--- src/hdl/tjm_pkg.sv ---
// ----------------------------------------------------------------------------
// Tilt joystick mapper package
// Types, widths, CORDIC angle table and scaling constants.
// ----------------------------------------------------------------------------
package tjm_pkg;

    localparam int FIELD_W   = 16;
    localparam int VEC_W     = 27;
    localparam int ACC_W     = 25;
    localparam int RAW_W     = 18;
    localparam int STICK_W   = 17;
    localparam int NUM_W     = 25;
    localparam int QUOT_W    = 21;
    localparam int CFG_ADDR_W = 1;

    localparam int ATAN_DEPTH = 24;

    // atan(2^-i) in degrees times 65536
    localparam logic signed [ACC_W-1:0] ATAN_TABLE [0:ATAN_DEPTH-1] = '{
        25'sd2949120, 25'sd1740967, 25'sd919879, 25'sd466945,
        25'sd234379,  25'sd117304,  25'sd58666,  25'sd29335,
        25'sd14668,   25'sd7334,    25'sd3667,   25'sd1833,
        25'sd917,     25'sd458,     25'sd229,    25'sd115,
        25'sd57,      25'sd29,      25'sd14,     25'sd7,
        25'sd4,       25'sd2,       25'sd1,      25'sd0
    };

    localparam logic [CFG_ADDR_W-1:0] CFG_ALPHA_OFFSET = 1'd0;
    localparam logic [CFG_ADDR_W-1:0] CFG_BETA_OFFSET  = 1'd1;

    localparam logic signed [18:0] ANGLE_LIMIT = 19'sd92160;
    localparam logic [STICK_W-1:0] STICK_MID   = 17'd51200;
    localparam logic [STICK_W-1:0] STICK_MAX   = 17'd102400;
    localparam logic [STICK_W-1:0] DEAD_LOW    = 17'd49152;
    localparam logic [STICK_W-1:0] DEAD_HIGH   = 17'd53248;

    // n' = 100 * d + 9 + 18 * 700000 stays positive and below 2^25
    localparam logic signed [26:0] NUM_BIAS    = 27'sd12600009;
    localparam logic [25:0]        DIV_RECIP   = 26'd59652323;
    localparam int                 DIV_SHIFT   = 30;
    localparam logic [4:0]         DIV_BASE    = 5'd18;
    localparam logic signed [21:0] STICK_BIAS  = 22'sd648800;

    typedef struct packed {
        logic signed [VEC_W-1:0] vx;
        logic signed [VEC_W-1:0] vy;
        logic signed [ACC_W-1:0] acc;
        logic                    zero_num;
        logic                    zero_den;
        logic                    num_pos;
    } lane_t;

    typedef struct packed {
        lane_t beta;
        lane_t alpha;
    } cordic_t;

    typedef struct packed {
        logic signed [FIELD_W-1:0] beta_offset;
        logic signed [FIELD_W-1:0] alpha_offset;
    } cfg_t;

    typedef struct packed {
        logic [STICK_W-1:0]      stick_beta;
        logic [STICK_W-1:0]      stick_alpha;
        logic signed [RAW_W-1:0] raw_beta;
        logic signed [RAW_W-1:0] raw_alpha;
    } result_t;

endpackage

--- src/hdl/tjm_cordic_stage.sv ---
// ----------------------------------------------------------------------------
// Tilt joystick mapper CORDIC stage
// One registered vectoring iteration for both tilt lanes.
// ----------------------------------------------------------------------------
module tjm_cordic_stage #(
    parameter int STAGE = 0
) (
    input  logic             aclk,
    input  logic             aresetn,
    input  logic             in_valid,
    output logic             in_ready,
    input  tjm_pkg::cordic_t in_data,
    output logic             out_valid,
    input  logic             out_ready,
    output tjm_pkg::cordic_t out_data
);
    import tjm_pkg::*;

    logic    valid_reg;
    cordic_t data_reg;
    cordic_t data_next;

    function automatic lane_t rotate(input lane_t l);
        lane_t r;
        logic signed [VEC_W-1:0] sx;
        logic signed [VEC_W-1:0] sy;
        r  = l;
        sx = l.vx >>> STAGE;
        sy = l.vy >>> STAGE;
        if (l.vy > 0) begin
            r.vx  = l.vx + sy;
            r.vy  = l.vy - sx;
            r.acc = l.acc + ATAN_TABLE[STAGE];
        end else begin
            r.vx  = l.vx - sy;
            r.vy  = l.vy + sx;
            r.acc = l.acc - ATAN_TABLE[STAGE];
        end
        return r;
    endfunction

    always_comb begin
        data_next.alpha = rotate(in_data.alpha);
        data_next.beta  = rotate(in_data.beta);
    end

    assign in_ready = !valid_reg || out_ready;

    always_ff @(posedge aclk) begin
        if (!aresetn) begin
            valid_reg <= 1'b0;
        end else if (in_ready) begin
            valid_reg <= in_valid;
        end
    end

    always_ff @(posedge aclk) begin
        if (in_ready && in_valid) begin
            data_reg <= data_next;
        end
    end

    assign out_valid = valid_reg;
    assign out_data  = data_reg;

endmodule

--- config.mk ---
export PLATFORM = sky130hd
export DESIGN_NAME = tjm_cordic_stage
export DESIGN_NICKNAME = d
export VERILOG_FILES = /design/src/hdl/tjm_pkg.sv /design/src/hdl/tjm_cordic_stage.sv
export SDC_FILE = /design/constraint.sdc
export NUM_CORES = 1
export LEC_CHECK = 0
export ABC_AREA = 1
export ABC_CLOCK_PERIOD_IN_PS = 11700
export BUFFER_PORTS_ARGS = -buffer_cell sky130_fd_sc_hd__buf_4
export CAP_MARGIN = 20
export CORE_MARGIN = 3
export CORE_UTILIZATION = 55
export DETAILED_ROUTE_END_ITERATION = 8
export PLACE_DENSITY = 0.79
export SKIP_CTS_REPAIR_TIMING = 1
export SLEW_MARGIN = 20
export SYNTH_ARGS = -nofsm -noshare
export SYNTH_HDL_FRONTEND = slang
export SYNTH_SLANG_ARGS = --single-unit
--- constraint.sdc ---
create_clock -name aclk -period 11.7 [get_ports aclk]
set_clock_uncertainty 0.15 [all_clocks]
set_input_delay 0.585 -clock aclk [delete_from_list [all_inputs] [get_ports aclk]]
set_output_delay 0.585 -clock aclk [all_outputs]
set_load 0.01 [all_outputs]
==> impl_results.md <==
- Most used flip-flop cell after synthesis: sky130_fd_sc_hd__edfxtp_1
- Via count of the first global-routing pass: 18,770
- Routed wirelength normalized by instance count: about 19 um
- Post-route setup TNS: 0 ns
- Fin. Hold Viols: 0
- Area growth, synth to finish: 17.82%
- Starting Density: 56.21%
- CP Data Arrival Time: approximately 4.6 ns
- Synth Instances: about 2,700
- Clock Sink Count: 163
- Clock network latency to the later pin of the worst-skew pair: ~0.46 ns
- Overall power consumption: 2.210 mW
- Mapped Avg Cell Area: between 6 and 7 um2
- Detailed-route via count: between 15,000 and 20,000
- Antenna Violating Nets Remaining: 0
- Maximum clock frequency: roughly 0.22 GHz
- Clk Tree Root Cell: sky130_fd_sc_hd__clkbuf_16
- Total of flip-flops plus latches after synthesis: approximately 160
- Worst-case clock buffer depth: 2
- Crit path max fanout: 62
- Die boundary height: about 190 um
- Worst min path class: in -> reg
- Cts bufs inserted: 17
- Initial antenna violation count: 0
- TritonCTS clock tree: done
- Final HPWL from detailed placement: around 53,000 um
- Number of maximum-capacitance violations: 0
- Global-route usage over all layers: 37.19%
- CP max-delay cell: sky130_fd_sc_hd__inv_2
- Class of the most critical setup path: in -> reg
- Drc violations: 0
- Global-route wire length before repair: just under 100,000 um
- Worst-case vdd ir drop: ~0.000098 V
- Most frequently used cell type in the post-synthesis netlist: sky130_fd_sc_hd__nand2_1
- Die footprint: roughly 35,000 um2
- Worst path most repeated cell: sky130_fd_sc_hd__nand2_1
- Overall overflow remaining after global route: 0
- Number of I/O port buffers: around 330
- Final cell count without fillers: about 3,400
- # setup viols final: 0
- Count of pins over their slew limit: 0
- Power density over cell area: between 100 and 150 nW/um2
- Ys async rst share: 0%
- Final wirelength: 65,380 um
- Portion of the post-synthesis area used by sequential elements: a little over a quarter
- Number of warnings printed during yosys synthesis: 0
- Static leakage: roughly 11 nW
- Post-synth top area cell: sky130_fd_sc_hd__edfxtp_1
- Die boundary width: 186.0 um
- Remaining max-slew budget at the tightest pin: a little over a quarter
- Portion of synthesized cell area occupied by the leading cell type: a little over a quarter
- Area of the core region: approximately 32,000 um2
- EDFF count, synth: ~160
- Maximum level of the CTS H-tree: 4
- Placed Instances: roughly 3,400
- Final weighted congestion in routability-driven placement: 1.029
- Kind of cell with the highest combined delay on the critical path: buffers and inverters
- Post-synth cell types: between 40 and 50
- Crit path cell chain: buf_4 -> inv_1 -> nand4_1 -> nor3_1 -> nand3_1 -> nand2_2 -> buf_4 -> inv_2 -> ha_1 -> a21oi_1 -> nand2_1 -> a21oi_1 -> nor2_1 -> o21ai_0 -> nand2_1 -> nand2_1 -> nand2_1
- RSZ-0062 raised after global routing: false
- Fin nets: ~3,400
- Worst path bufs/invs: 4
- Worst stage delay on the critical path: about 0.62 ns
- Iteration count of the initial detailed-routing pass: 6
- CTS clk-pin slew, worst paths: ~0.070 ns
- Kind of launch point of the worst setup path: input pin
- Final cycle utilization of the critical path: around 40%
- Crit path capture type: flop
- Run status: finished, final reports clean
- Number of DRC markers in iteration 0: approximately 2,100
- Most used standard cells in the synthesized netlist: sky130_fd_sc_hd__nand2_1 (888), sky130_fd_sc_hd__inv_1 (494), sky130_fd_sc_hd__nand3_1 (252), sky130_fd_sc_hd__nor2_1 (198), sky130_fd_sc_hd__ha_1 (170)
- Io pins: roughly 330
- Worst Path Required: 11.77 ns
- Largest cells by area after synthesis: sky130_fd_sc_hd__edfxtp_1 (27%), sky130_fd_sc_hd__nand2_1 (19%), sky130_fd_sc_hd__ha_1 (12%)
- Post-synthesis cell area: between 15,000 and 20,000 um2
- Pin count of the biggest net entering global routing: 88
- Fraction of layout cells with a size suffix above 1: 13.63%
- Avg Vias per Cell: about 5.7
- Post-route minimum period: around 4.6 ns
- Transition time of the tightest slew-check pin: between 1 and 1.5 ns
- Post-synth net total: 3,092
- Cell Rows: 65
- Number of diodes: 0
## per-stage QoR
| step | hold WS, ns | worst slack (ns) | util (%) | cell area (um2) |
|---|---|---|---|---|
| 2_1_floorplan | 0.4453 | 2.404 | - | 17830 |
| 3_3_place_gp | 0.3813 | 7.015 | 64.41 | 20430 |
| 3_5_place_dp | 0.4231 | 6.863 | 64.41 | 20430 |
| 4_1_cts | 0.1304 | 7.338 | 66.21 | 21000 |
| 5_1_grt | 0.1312 | 6.919 | 66.22 | 21000 |
| 6_report | 0.1435 | 7.130 | 66.22 | 21000 |
## worst register-to-register path, cell delays in order, from the launching register on
cell	delay, ns
sky130_fd_sc_hd__dfxtp_1	0.35
sky130_fd_sc_hd__a21oi_4	0.16
sky130_fd_sc_hd__buf_6	0.61
sky130_fd_sc_hd__buf_4	0.99
## report_power, final
| part | leakage [nW] | internal, mW | switching (mW) |
|---|---|---|---|
| combinational | 9.50 | 0.308 | 0.581 |
| clock | 0.283 | 0.301 | 0.274 |
| sequential | 1.58 | 0.726 | 0.0214 |
| total | 11.4 | 1.33 | 0.876 |
## kinds of logic (layout without fill, tap and decap cells)
kind of cell	after synthesis	count (layout)	synth area share, %
xor gates and xnor gates	51	51	2.506
AOI/OAI and AO/OA	323	323	9.861
adders and majority gates	178	178	12.83
and+or+nand+nor	1459	1459	34.34
DFF	163	163	27.40
buffers and inverters	572	870	13.06
## registers in the layout (all words and copies together), names as in the netlist
register and flops:
out_data 162, out_valid 1
## cells in the final DEF, fill, tap and decap left out, drive strengths merged, types with 19 or more instances in the layout
cell type,Yosys,routed
nand4,62,62
edfxtp,162,162
nand2,899,899
a21oi,160,160
buf,64,337
nor2,215,215
inv,500,507
xor2,47,47
o21ai,113,113
clkbuf,7,19
o21bai,34,34
ha,170,170
nand3,255,255
## path summary, 6_finish.rpt
path | slack (ns) | endpoint | startpoint | cells past startpoint
hold / removal | 0.14 | out_data[88] | in_data[88] | 1
setup reg to reg | 8.97 | out_data[154] | out_valid | 3
hold reg to reg | 0.41 | out_valid | out_valid | 2
setup / recovery | 7.13 | out_data[26] | in_data[40] | 17
## cell type report
class	instances	area [um2]
inverter	501	1881
timing repair buffer	337	2534
multi-input combinational	2011	10630
tap	402	503.0
sequential	163	4885
clock inverter	13	138.9
clock buffer	19	432.9
fill	2861	10710
## layer usage
metal  global-route usage, %  routed length (um)  vias to the layer above  part of all wire (%)
li1                        -                   -                     9291                     -
met1                   42.47               23780                     8835                    36
met2                   65.96               31740                     1145                    49
met3                   4.593                5170                      262                   7.9
met4                   23.29                4690                        0                   7.2
met5                       0                   0                        -                     0
Power figures use the tool's default switching activity.
