[config.mk]
export PLATFORM = sky130hd
export DESIGN_NAME = tjm_fold
export DESIGN_NICKNAME = d
export VERILOG_FILES = /design/src/hdl/tjm_pkg.sv /design/src/hdl/tjm_fold.sv
export SDC_FILE = /design/constraint.sdc
export NUM_CORES = 1
export LEC_CHECK = 0
export ABC_AREA = 1
export BUFFER_PORTS_ARGS = -buffer_cell sky130_fd_sc_hd__buf_4
export CORE_MARGIN = 10
export CORE_UTILIZATION = 43
export CTS_CLUSTER_SIZE = 28
export DETAILED_ROUTE_END_ITERATION = 7
export HOLD_SLACK_MARGIN = 0.06
export PLACE_DENSITY_LB_ADDON = 0.15
export REMOVE_ABC_BUFFERS = 1
export SLEW_MARGIN = 20
export SYNTH_ARGS = -nofsm -noshare
export SYNTH_HDL_FRONTEND = slang
export SYNTH_SLANG_ARGS = --single-unit
[constraint.sdc]
create_clock -name aclk -period 3.1 [get_ports aclk]
set_input_delay 0.31 -clock aclk [delete_from_list [all_inputs] [get_ports aclk]]
set_output_delay 0.31 -clock aclk [all_outputs]
set_load 0.01 [all_outputs]
[src/hdl/tjm_pkg.sv]
// ----------------------------------------------------------------------------
// Tilt joystick mapper package
// Types, widths, CORDIC angle table and scaling constants.
// ----------------------------------------------------------------------------
package tjm_pkg;

    localparam int FIELD_W   = 16;
    localparam int VEC_W     = 27;
    localparam int ACC_W     = 25;
    localparam int RAW_W     = 18;
    localparam int STICK_W   = 17;
    localparam int NUM_W     = 25;
    localparam int QUOT_W    = 21;
    localparam int CFG_ADDR_W = 1;

    localparam int ATAN_DEPTH = 24;

    // atan(2^-i) in degrees times 65536
    localparam logic signed [ACC_W-1:0] ATAN_TABLE [0:ATAN_DEPTH-1] = '{
        25'sd2949120, 25'sd1740967, 25'sd919879, 25'sd466945,
        25'sd234379,  25'sd117304,  25'sd58666,  25'sd29335,
        25'sd14668,   25'sd7334,    25'sd3667,   25'sd1833,
        25'sd917,     25'sd458,     25'sd229,    25'sd115,
        25'sd57,      25'sd29,      25'sd14,     25'sd7,
        25'sd4,       25'sd2,       25'sd1,      25'sd0
    };

    localparam logic [CFG_ADDR_W-1:0] CFG_ALPHA_OFFSET = 1'd0;
    localparam logic [CFG_ADDR_W-1:0] CFG_BETA_OFFSET  = 1'd1;

    localparam logic signed [18:0] ANGLE_LIMIT = 19'sd92160;
    localparam logic [STICK_W-1:0] STICK_MID   = 17'd51200;
    localparam logic [STICK_W-1:0] STICK_MAX   = 17'd102400;
    localparam logic [STICK_W-1:0] DEAD_LOW    = 17'd49152;
    localparam logic [STICK_W-1:0] DEAD_HIGH   = 17'd53248;

    // n' = 100 * d + 9 + 18 * 700000 stays positive and below 2^25
    localparam logic signed [26:0] NUM_BIAS    = 27'sd12600009;
    localparam logic [25:0]        DIV_RECIP   = 26'd59652323;
    localparam int                 DIV_SHIFT   = 30;
    localparam logic [4:0]         DIV_BASE    = 5'd18;
    localparam logic signed [21:0] STICK_BIAS  = 22'sd648800;

    typedef struct packed {
        logic signed [VEC_W-1:0] vx;
        logic signed [VEC_W-1:0] vy;
        logic signed [ACC_W-1:0] acc;
        logic                    zero_num;
        logic                    zero_den;
        logic                    num_pos;
    } lane_t;

    typedef struct packed {
        lane_t beta;
        lane_t alpha;
    } cordic_t;

    typedef struct packed {
        logic signed [FIELD_W-1:0] beta_offset;
        logic signed [FIELD_W-1:0] alpha_offset;
    } cfg_t;

    typedef struct packed {
        logic [STICK_W-1:0]      stick_beta;
        logic [STICK_W-1:0]      stick_alpha;
        logic signed [RAW_W-1:0] raw_beta;
        logic signed [RAW_W-1:0] raw_alpha;
    } result_t;

endpackage

[src/hdl/tjm_fold.sv]
// ----------------------------------------------------------------------------
// Tilt joystick mapper input fold
// Folds the sample to non-negative z and loads the CORDIC vectors.
// ----------------------------------------------------------------------------
module tjm_fold (
    input  logic                               aclk,
    input  logic                               aresetn,
    input  logic                               in_valid,
    output logic                               in_ready,
    input  logic signed [tjm_pkg::FIELD_W-1:0] field_x,
    input  logic signed [tjm_pkg::FIELD_W-1:0] field_y,
    input  logic signed [tjm_pkg::FIELD_W-1:0] field_z,
    output logic                               out_valid,
    input  logic                               out_ready,
    output tjm_pkg::cordic_t                   out_data
);
    import tjm_pkg::*;

    logic            valid_reg;
    cordic_t         data_reg;
    cordic_t         data_next;
    logic signed [FIELD_W-1:0] fx, fy, fz;

    function automatic logic signed [FIELD_W-1:0] neg_sat(input logic signed [FIELD_W-1:0] v);
        logic signed [FIELD_W-1:0] r;
        if (v == {1'b1, {(FIELD_W-1){1'b0}}}) begin
            r = {1'b0, {(FIELD_W-1){1'b1}}};
        end else begin
            r = -v;
        end
        return r;
    endfunction

    function automatic lane_t load_lane(input logic signed [FIELD_W-1:0] num,
                                        input logic signed [FIELD_W-1:0] den);
        lane_t l;
        l.vx       = {{(VEC_W-FIELD_W-8){den[FIELD_W-1]}}, den, 8'd0};
        l.vy       = {{(VEC_W-FIELD_W-8){num[FIELD_W-1]}}, num, 8'd0};
        l.acc      = '0;
        l.zero_num = (num == '0);
        l.zero_den = (den == '0);
        l.num_pos  = !num[FIELD_W-1] && (num != '0);
        return l;
    endfunction

    always_comb begin
        if (field_z[FIELD_W-1]) begin
            fx = neg_sat(field_x);
            fy = neg_sat(field_y);
            fz = neg_sat(field_z);
        end else begin
            fx = field_x;
            fy = field_y;
            fz = field_z;
        end
        data_next.alpha = load_lane(fx, fz);
        data_next.beta  = load_lane(fy, fz);
    end

    assign in_ready = !valid_reg || out_ready;

    always_ff @(posedge aclk) begin
        if (!aresetn) begin
            valid_reg <= 1'b0;
        end else if (in_ready) begin
            valid_reg <= in_valid;
        end
    end

    always_ff @(posedge aclk) begin
        if (in_ready && in_valid) begin
            data_reg <= data_next;
        end
    end

    assign out_valid = valid_reg;
    assign out_data  = data_reg;

endmodule

==> results of run 1 <==
==> Yosys cell counts, types with 4 or more instances <==
master      n  share of area (%)
o21ai_1     4               0.45
nor2_2      6               0.84
o21ai_0    12                1.3
xor2_1      5               0.98
nand3_1    50                5.6
inv_1      63                5.3
nand2_2     8                1.1
buf_6       5                1.3
nand3b_1    5               0.84
inv_2       6               0.50
nand2_1   139                 12
edfxtp_1   53                 36
buf_4     114                 19
nor2_1     89                7.5
a21oi_1    11                1.2
==> stage by stage <==
| step | total power, mW | utilization (%) | TNS, ns | area, um2 | hold slack [ns] |
|---|---|---|---|---|---|
| floorplan | 1.182 | - | -18.16 | 3852 | 0.4638 |
| detailed placement | 1.431 | 49.41 | 0 | 5055 | 0.5609 |
| global route | 1.904 | 50.20 | 0 | 5136 | 0.2663 |
| global placement | 1.426 | 49.41 | 0 | 5055 | 0.5416 |
| finish | 1.788 | 50.20 | 0 | 5136 | 0.2763 |
| CTS | 1.806 | 50.20 | 0 | 5136 | 0.2624 |
==> cell families (layout without fill, tap and decap cells) <==
group,Yosys count,after routing,synth area share [%]
buffers and inverters,189,213,26.58
AO/OA/AOI/OAI,35,35,4.580
XOR/XNOR,5,5,0.9773
adder cells (fa/ha/maj),3,3,0.8378
AND/OR/NAND/NOR,313,313,30.97
other,1,82,0.08370
flip-flops,54,54,35.97
==> power groups by stage <==
| stage | Clock, mW | Combinational [mW] | Sequential (mW) |
|---|---|---|---|
| global placement | 0 | 0.519 | 0.907 |
| CTS | 0.391 | 0.523 | 0.893 |
| finish | 0.372 | 0.526 | 0.891 |
| global route | 0.418 | 0.589 | 0.897 |
| detailed placement | 0 | 0.522 | 0.909 |
| floorplan | 0 | 0.232 | 0.950 |
==> flip-flops by register name, summed over array words and instances (netlist names) <==
register / cells
out_data: 53
out_valid: 1
==> metal layers <==
metal / vias up / wire length (um) / global-route usage [%]
met5: - / 0 / 0
met4: 0 / 182 / 4.492
met3: 10 / 888 / 4.209
met2: 162 / 5764 / 26.08
met1: 1642 / 4768 / 17.26
li1: 1914 / - / -
==> worst max path at each step <==
stage | slack (ns) | depth (start not counted) | start | to
finish | 1.05 | 12 | field_z[15] | out_data[82]
global route | 0.80 | 12 | field_z[15] | out_data[0]
CTS | 1.06 | 12 | field_z[15] | out_data[82]
detailed placement | 0.74 | 12 | field_z[15] | out_data[82]
global placement | 0.77 | 12 | field_z[15] | out_data[82]
floorplan | -0.34 | 1 | out_valid | out_data[0]
==> area by class of cell <==
| class | instances | area [um2] | share of cell area (%) |
|---|---|---|---|
| Multi-Input combinational cell | 438 | 1993 | 38.81 |
| Sequential cell | 54 | 1612 | 31.38 |
| Timing Repair Buffer | 136 | 1021 | 19.88 |
| Inverter | 69 | 259.0 | 5.043 |
| Tap cell | 136 | 170.2 | 3.313 |
| Clock buffer | 6 | 72.57 | 1.413 |
| Clock inverter | 2 | 8.758 | 0.1705 |
==> worst max-delay path: stages <==
cell and delay [ns]:
buf_4 0.47, inv_1 0.39, nor2_1 0.18, nand2_1 0.06, nand2_1 0.08, nand2_1 0.05
nor2_1 0.10, nand2_1 0.06, nor2_1 0.10, nand2_1 0.07, nor2_2 0.12, a21oi_1 0.07
==> cell usage in the layout (no fill, tap or decap), drive strengths merged, types with 6 or more instances in the layout <==
| cell type | n |
|---|---|
| buf | 136 |
| inv | 69 |
| nor2 | 97 |
| a21oi | 11 |
| nand2 | 148 |
| o21ai | 18 |
| edfxtp | 53 |
| clkbuf | 6 |
| nand3 | 54 |
| conb | 82 |
==> run summary, run 1 <==
The flow ran to the end, and the final reports show no timing, DRC or antenna violations. The maximum fanout along the worst path came out at 56. The die extent in x is 122.1 um. The number of unique standard cell types used by synthesis is 35. The count of final setup violators came out at 0. The detailed-route vias per instance is 4.433. The deepest level of the CTS H-tree is 2. The floorplan has 37 rows. The final number of max-transition violations is 0. The post-synthesis cell count is 600. The maximum number of pins on one net before global-route repair came out at 57. The combined global-route utilization of all metal layers is 14.89%. The number of cells on the worst reg-to-reg path is 2. The proportion of register bits with asynchronous set or reset after synthesis came out at 0%. The detailed placer's ending HPWL came out at 9.645 mm. The total number of clock tree sinks came out at 54. The kind of path behind the tightest hold check is input port to flip-flop. The count of input and output buffers is 135. The minimum period implied by the final worst setup slack came out at 2.047 ns. The final hold violation count came to 0. The data required time at the worst endpoint came out at 3.15 ns.

The first-pass GRT wire length came out at 18.31 mm. The relative contribution of sequential cells to total power is 49.8%. The repair_antennas step left the layout with diodes totalling 0. The fill cell total of the finished layout came out at 1,024. The post-synthesis instance area is 0.004481 mm2. The share of the yosys chip area belonging to registers is 35.97%. The slack of the critical path is 1.053 ns. The clock-pin slew on the worst setup and hold paths came out at 0.09 ns.

The quantity of gates resized following cts came out at 0. The share of the clock period used by the worst path came out at 66.04%. The number of standard cells in the layout, taps in and fillers out is 841. The area growth from synthesis to layout is 14.63%. Once the floorplan was initialized, standard cells occupied 43.79% of the core.

The number of register bits inferred by synthesis is 54. The final weighted congestion in routability-driven placement came out at 0.8822. The cell-internal power came out at 1.232 mW. The floorplan step defined a die boundary enclosing 0.01490 mm2. The average wire length per cell after detail routing is 13.80 um. After global routing the overflow that remains totals 0. The remaining routing DRC violations came out at 0. The via count of the first global-routing pass is 3,773.

The launching point of the worst reg2reg path is out_valid. The worst max-slew margin expressed relative to the limit is 56.13%. The endpoint arrival time on the critical path came out at 2.10 ns. TritonCTS built the clock tree.

The clock skew came out at 0.008760 ns. For hold timing, the worst endpoint is out_valid. The hold path depth came out at 2. The reported leakage power came out at 2.686 nW.

The post-synthesis average cell area is 7.468 um2. The worst setup path is launched from an input port. The net switching fraction of the power is 31.11%. The worst setup path is of the input port to flip-flop kind. At the end of the flow, the number of nets in the layout was 759. The cell at the root of the clock tree is clkbuf_8. The worst IR drop on VDD came out at 0.1655 mV. Timing would allow up to 0.4885 GHz. The initial antenna violation count came to 0. The floorplan die height came out at 122.1 um.

The post-detailed-route count of antenna-violating nets is 0. Setup repair after global routing left no endpoint under its margin. Across all layers, the routed design uses 3,728 vias.

The number of clock buffers inserted by TritonCTS came out at 5. The area of the placeable core is 0.01023 mm2. The instance count after placement with tap cells included came out at 833. The number of top-level pins came out at 218.

Per report_power, the combinational group accounts for 29.4% of the total. The internal reg-to-reg setup slack is 1.67 ns. The number of warnings printed during yosys synthesis is 0. The power density relative to cell area came out at 348.2 mW/mm2. The first-pass detailed-route iteration total came out at 4. After clock tree synthesis, the flow added hold-fix buffers numbering 0. The share of layout cells above drive strength 1 came out at 24.82%.

The worst register-to-register path ends at out_data[123]. In this run the power spent charging and discharging nets is 0.5563 mW. The clock network burns 20.8% of the power. Max-cap violations in this run came to 0. Yosys mapped a number of flops with a built-in enable equal to 53.

The maximum count of clock buffers along a single path is 2. In this run the most critical hold path is launched from aresetn. The pre-CTS setup slack came out at 0.7381 ns. The worst setup path is captured at a flip-flop. The most used flip-flop cell after synthesis is edfxtp_1. The final layout contains routed wiring with a total length of 11.60 mm. At the later pin of the worst-skew pair, clock insertion delay measures 0.30 ns.

Post-CTS timing repair inserted 0 buffers for setup. For the pin with the worst max-slew slack, the measured transition is 0.6580 ns. The first-iteration detailed-routing DRC count came out at 187.
Note: power is estimated with default switching activity, not from simulation.
==> run 2, diff against run 1 <==
--- a/config.mk
+++ b/config.mk
@@ -8,7 +8,7 @@
 export ABC_AREA = 1
 export BUFFER_PORTS_ARGS = -buffer_cell sky130_fd_sc_hd__buf_4
 export CORE_MARGIN = 10
-export CORE_UTILIZATION = 43
+export CORE_UTILIZATION = 47
 export CTS_CLUSTER_SIZE = 28
 export DETAILED_ROUTE_END_ITERATION = 7
 export HOLD_SLACK_MARGIN = 0.06
==> constraint.sdc (replaced) <==
create_clock -name aclk -period 2.03 [get_ports aclk]
set_input_delay 0.203 -clock aclk [delete_from_list [all_inputs] [get_ports aclk]]
set_output_delay 0.203 -clock aclk [all_outputs]
set_load 0.01 [all_outputs]
==> run summary, run 2 (synthesis results as in run 1) <==
Status: complete, no violations (unchanged). The endpoint arrival time on the critical path is 1.73 ns (was 2.10 ns). The most frequent standard cell in the layout excluding fill and tap cells is nand2_1 (unchanged). The flip-flop count of the largest register, all copies and words added is 53 (unchanged). The standard-cell row count came out at 35 (was 37). The initial antenna violation count is 0 (unchanged). The net total in the final layout came out at 763 (was 759). The clock skew is 0.01492 ns (was 0.008760 ns). The data required time at the worst endpoint is 2.08 ns (was 3.15 ns). The critical path capture point type is a flip-flop (unchanged). The maximum count of clock buffers along a single path is 2 (unchanged).

The post-detailed-route count of antenna-violating nets is 0 (unchanged). The post-route worst hold slack is 0.1525 ns (was 0.2763 ns). The kind of path behind the tightest hold check was input port to flip-flop (unchanged). The longest individual stage delay on the worst path came out at 0.25 ns (was 0.47 ns).

The launching element of the worst setup path is field_z[0] (was field_z[15]). Setup repair after global routing missed its margin: false (unchanged). The die extent in x came out at 117.6 um (was 122.1 um). The global-route track usage on met1 came out at 18.18% (was 17.26%).

The count of input and output buffers is 135 (unchanged). The share of the clock period used by the worst path is 82.55%. The internal reg-to-reg setup slack came to 0.86 ns (was 1.67 ns). The worst IR drop on VDD came out at 0.2674 mV (was 0.1655 mV).

The setup TNS came out at 0 ns (unchanged). The area of the placeable core is 0.009240 mm2 (was 0.01023 mm2). The TritonCTS clock tree was built (unchanged). The floorplan die height is 117.6 um (was 122.1 um). The startpoint kind of the worst setup timing path is an input port (unchanged). The number of clock buffers inserted by TritonCTS came out at 5 (unchanged). The top achievable clock speed came out at 0.5967 GHz.

The later-pin clock latency in the skew report is 0.30 ns (about the same). The termination of the worst setup path was out_data[1] (was out_data[82]). The final number of max-transition violations came to 0 (unchanged). The type of the setup path with the least slack is input port to flip-flop (unchanged). The power density relative to cell area is 553.3 mW/mm2 (was 348.2 mW/mm2).

The remaining routing DRC violations is 0 (unchanged). The met3 usage is 3.118% (was 4.209%). The area added between synthesis and finish came out at 16.22% (was 14.63%). The critical register-to-register path endpoint is out_data[153] (was out_data[123]).

The total number of clock tree sinks was 54 (unchanged). The cell at the root of the clock tree is clkbuf_8 (unchanged). The combined global-route utilization of all metal layers came to 15.51% (was 14.89%).

The max-capacitance violation count was 0 (unchanged). The via count of the first global-routing pass is 3,783 (was 3,773). The quantity of gates resized following cts is 0 (unchanged). The final weighted congestion in routability-driven placement is 0.8865 (was 0.8822). The minimum period implied by the final worst setup slack came out at 1.676 ns. The launching point of the worst reg2reg path is out_valid (unchanged). The most numerous cell on the critical path is nor2_1 (was nand2_1). The count of cells along the worst register-to-register path is 2 (unchanged). The clock-pin slew on the worst setup and hold paths is 0.10 ns (was 0.09 ns).

The average wire length per cell after detail routing came to 13.61 um (was 13.80 um). The deepest level of the CTS H-tree is 2 (unchanged). The final hold violation count is 0 (unchanged).

The maximum fanout along the worst path is 12 (was 56). The hold buffer count at CTS was 0 (unchanged). The total wire length is 11.41 mm (was 11.60 mm). Critical-path cell list: buf_4 -> inv_1 -> ha_1 -> nand3_1 -> nor2_2 -> nand2_2 -> a21oi_1 -> nor2_1 -> nand2_1 -> nor2_1 -> nand2_1 -> nor2_1 (was buf_4 -> inv_1 -> nor2_1 -> nand2_1 -> nand2_1 -> nand2_1 -> nor2_1 -> nand2_1 -> nor2_1 -> nand2_1 -> nor2_2 -> a21oi_1).

The detailed placer's ending HPWL is 9.680 mm (was 9.645 mm). The total number of vias is 3,800 (was 3,728). The global-route layer with the greatest usage is met2 (unchanged).

The first-pass detailed-route iteration total is 5 (was 4). The total inserted antenna cells is 0 (unchanged). The master of the slowest instance on the critical path was a21oi_1 (was buf_4). The number of top-level pins came out at 218 (unchanged). The die footprint is 0.01384 mm2 (was 0.01490 mm2).

The first-pass GRT wire length is 18.46 mm (was 18.31 mm). The count of final setup violators came out at 0 (unchanged). Commonest non-fill, non-tap cells in the layout: 139 x nand2_1, 138 x buf_4, 89 x nor2_1 (was 139 x nand2_1, 136 x buf_4, 89 x nor2_1). The maximum number of pins on one net before global-route repair came to 54 (was 57).

The leftover overflow at the end of global routing came out at 0 (unchanged). The met2 track utilization from global routing is 28.04% (was 26.08%). The share of layout cells above drive strength 1 is 25.25% (was 24.82%). The first-iteration detailed-routing DRC count came out at 254 (was 187). The detailed-route vias per instance came out at 4.535 (was 4.433). The reported leakage power came out at 2.724 nW (was 2.686 nW). The post-CTS setup repair buffer count was 0 (unchanged). The starting density of the core is 48.49% (was 43.79%).
[run 2: routing by layer]
layer	routed length [um]	share of wire, %	up-vias
li1	-	-	1916
met1	4645	41	1704
met2	5861	51	174
met3	774	6.8	6
met4	125	1.1	0
met5	0	0	-
[run 2: power breakdown]
part	leakage [nW]	internal [mW]	switching [mW]	total [mW]
clock network	0.0524	0.370	0.337	0.707
registers	0.525	1.33	0.0324	1.36
logic	2.15	0.328	0.488	0.816
[run 2: how the worst min path moves through the flow]
stage	start	endpoint	slack, ns	depth (start not counted)
finish	aresetn	out_valid	0.15	2
global route	aresetn	out_valid	0.16	2
CTS	aresetn	out_valid	0.14	2
detailed placement	aresetn	out_valid	0.47	2
global placement	aresetn	out_valid	0.47	2
floorplan	aresetn	out_valid	0.36	1
[run 2: final cells by class]
class | count | area, um2
Fill cell | 882 | 4033
Sequential cell | 54 | 1612
Clock inverter | 1 | 30.03
Multi-Input combinational cell | 438 | 1993
Clock buffer | 7 | 76.32
Timing Repair Buffer | 140 | 1076
Inverter | 69 | 259.0
Tap cell | 129 | 161.4
[run 2: worst max-delay path, delay by kind of cell]
family	cells	cell delay, ns
AOI/OAI and AO/OA	1	0.25
adders and majority gates	1	0.18
buffers and inverters	2	0.20
and+or+nand+nor	8	0.89
[run 2: metrics by stage]
step | util [%] | total power [mW] | worst slack, ns | cells | area (um2)
finish | 56.36 | 2.882 | 0.3542 | 838 | 5207
global route | 56.36 | 3.053 | 0.3124 | 838 | 5207
CTS | 56.36 | 2.905 | 0.4103 | 838 | 5207
detailed placement | 55.21 | 2.197 | 0.09659 | 830 | 5101
global placement | 55.21 | 2.187 | 0.1245 | 830 | 5101
floorplan | - | 1.804 | -1.413 | 561 | 3852
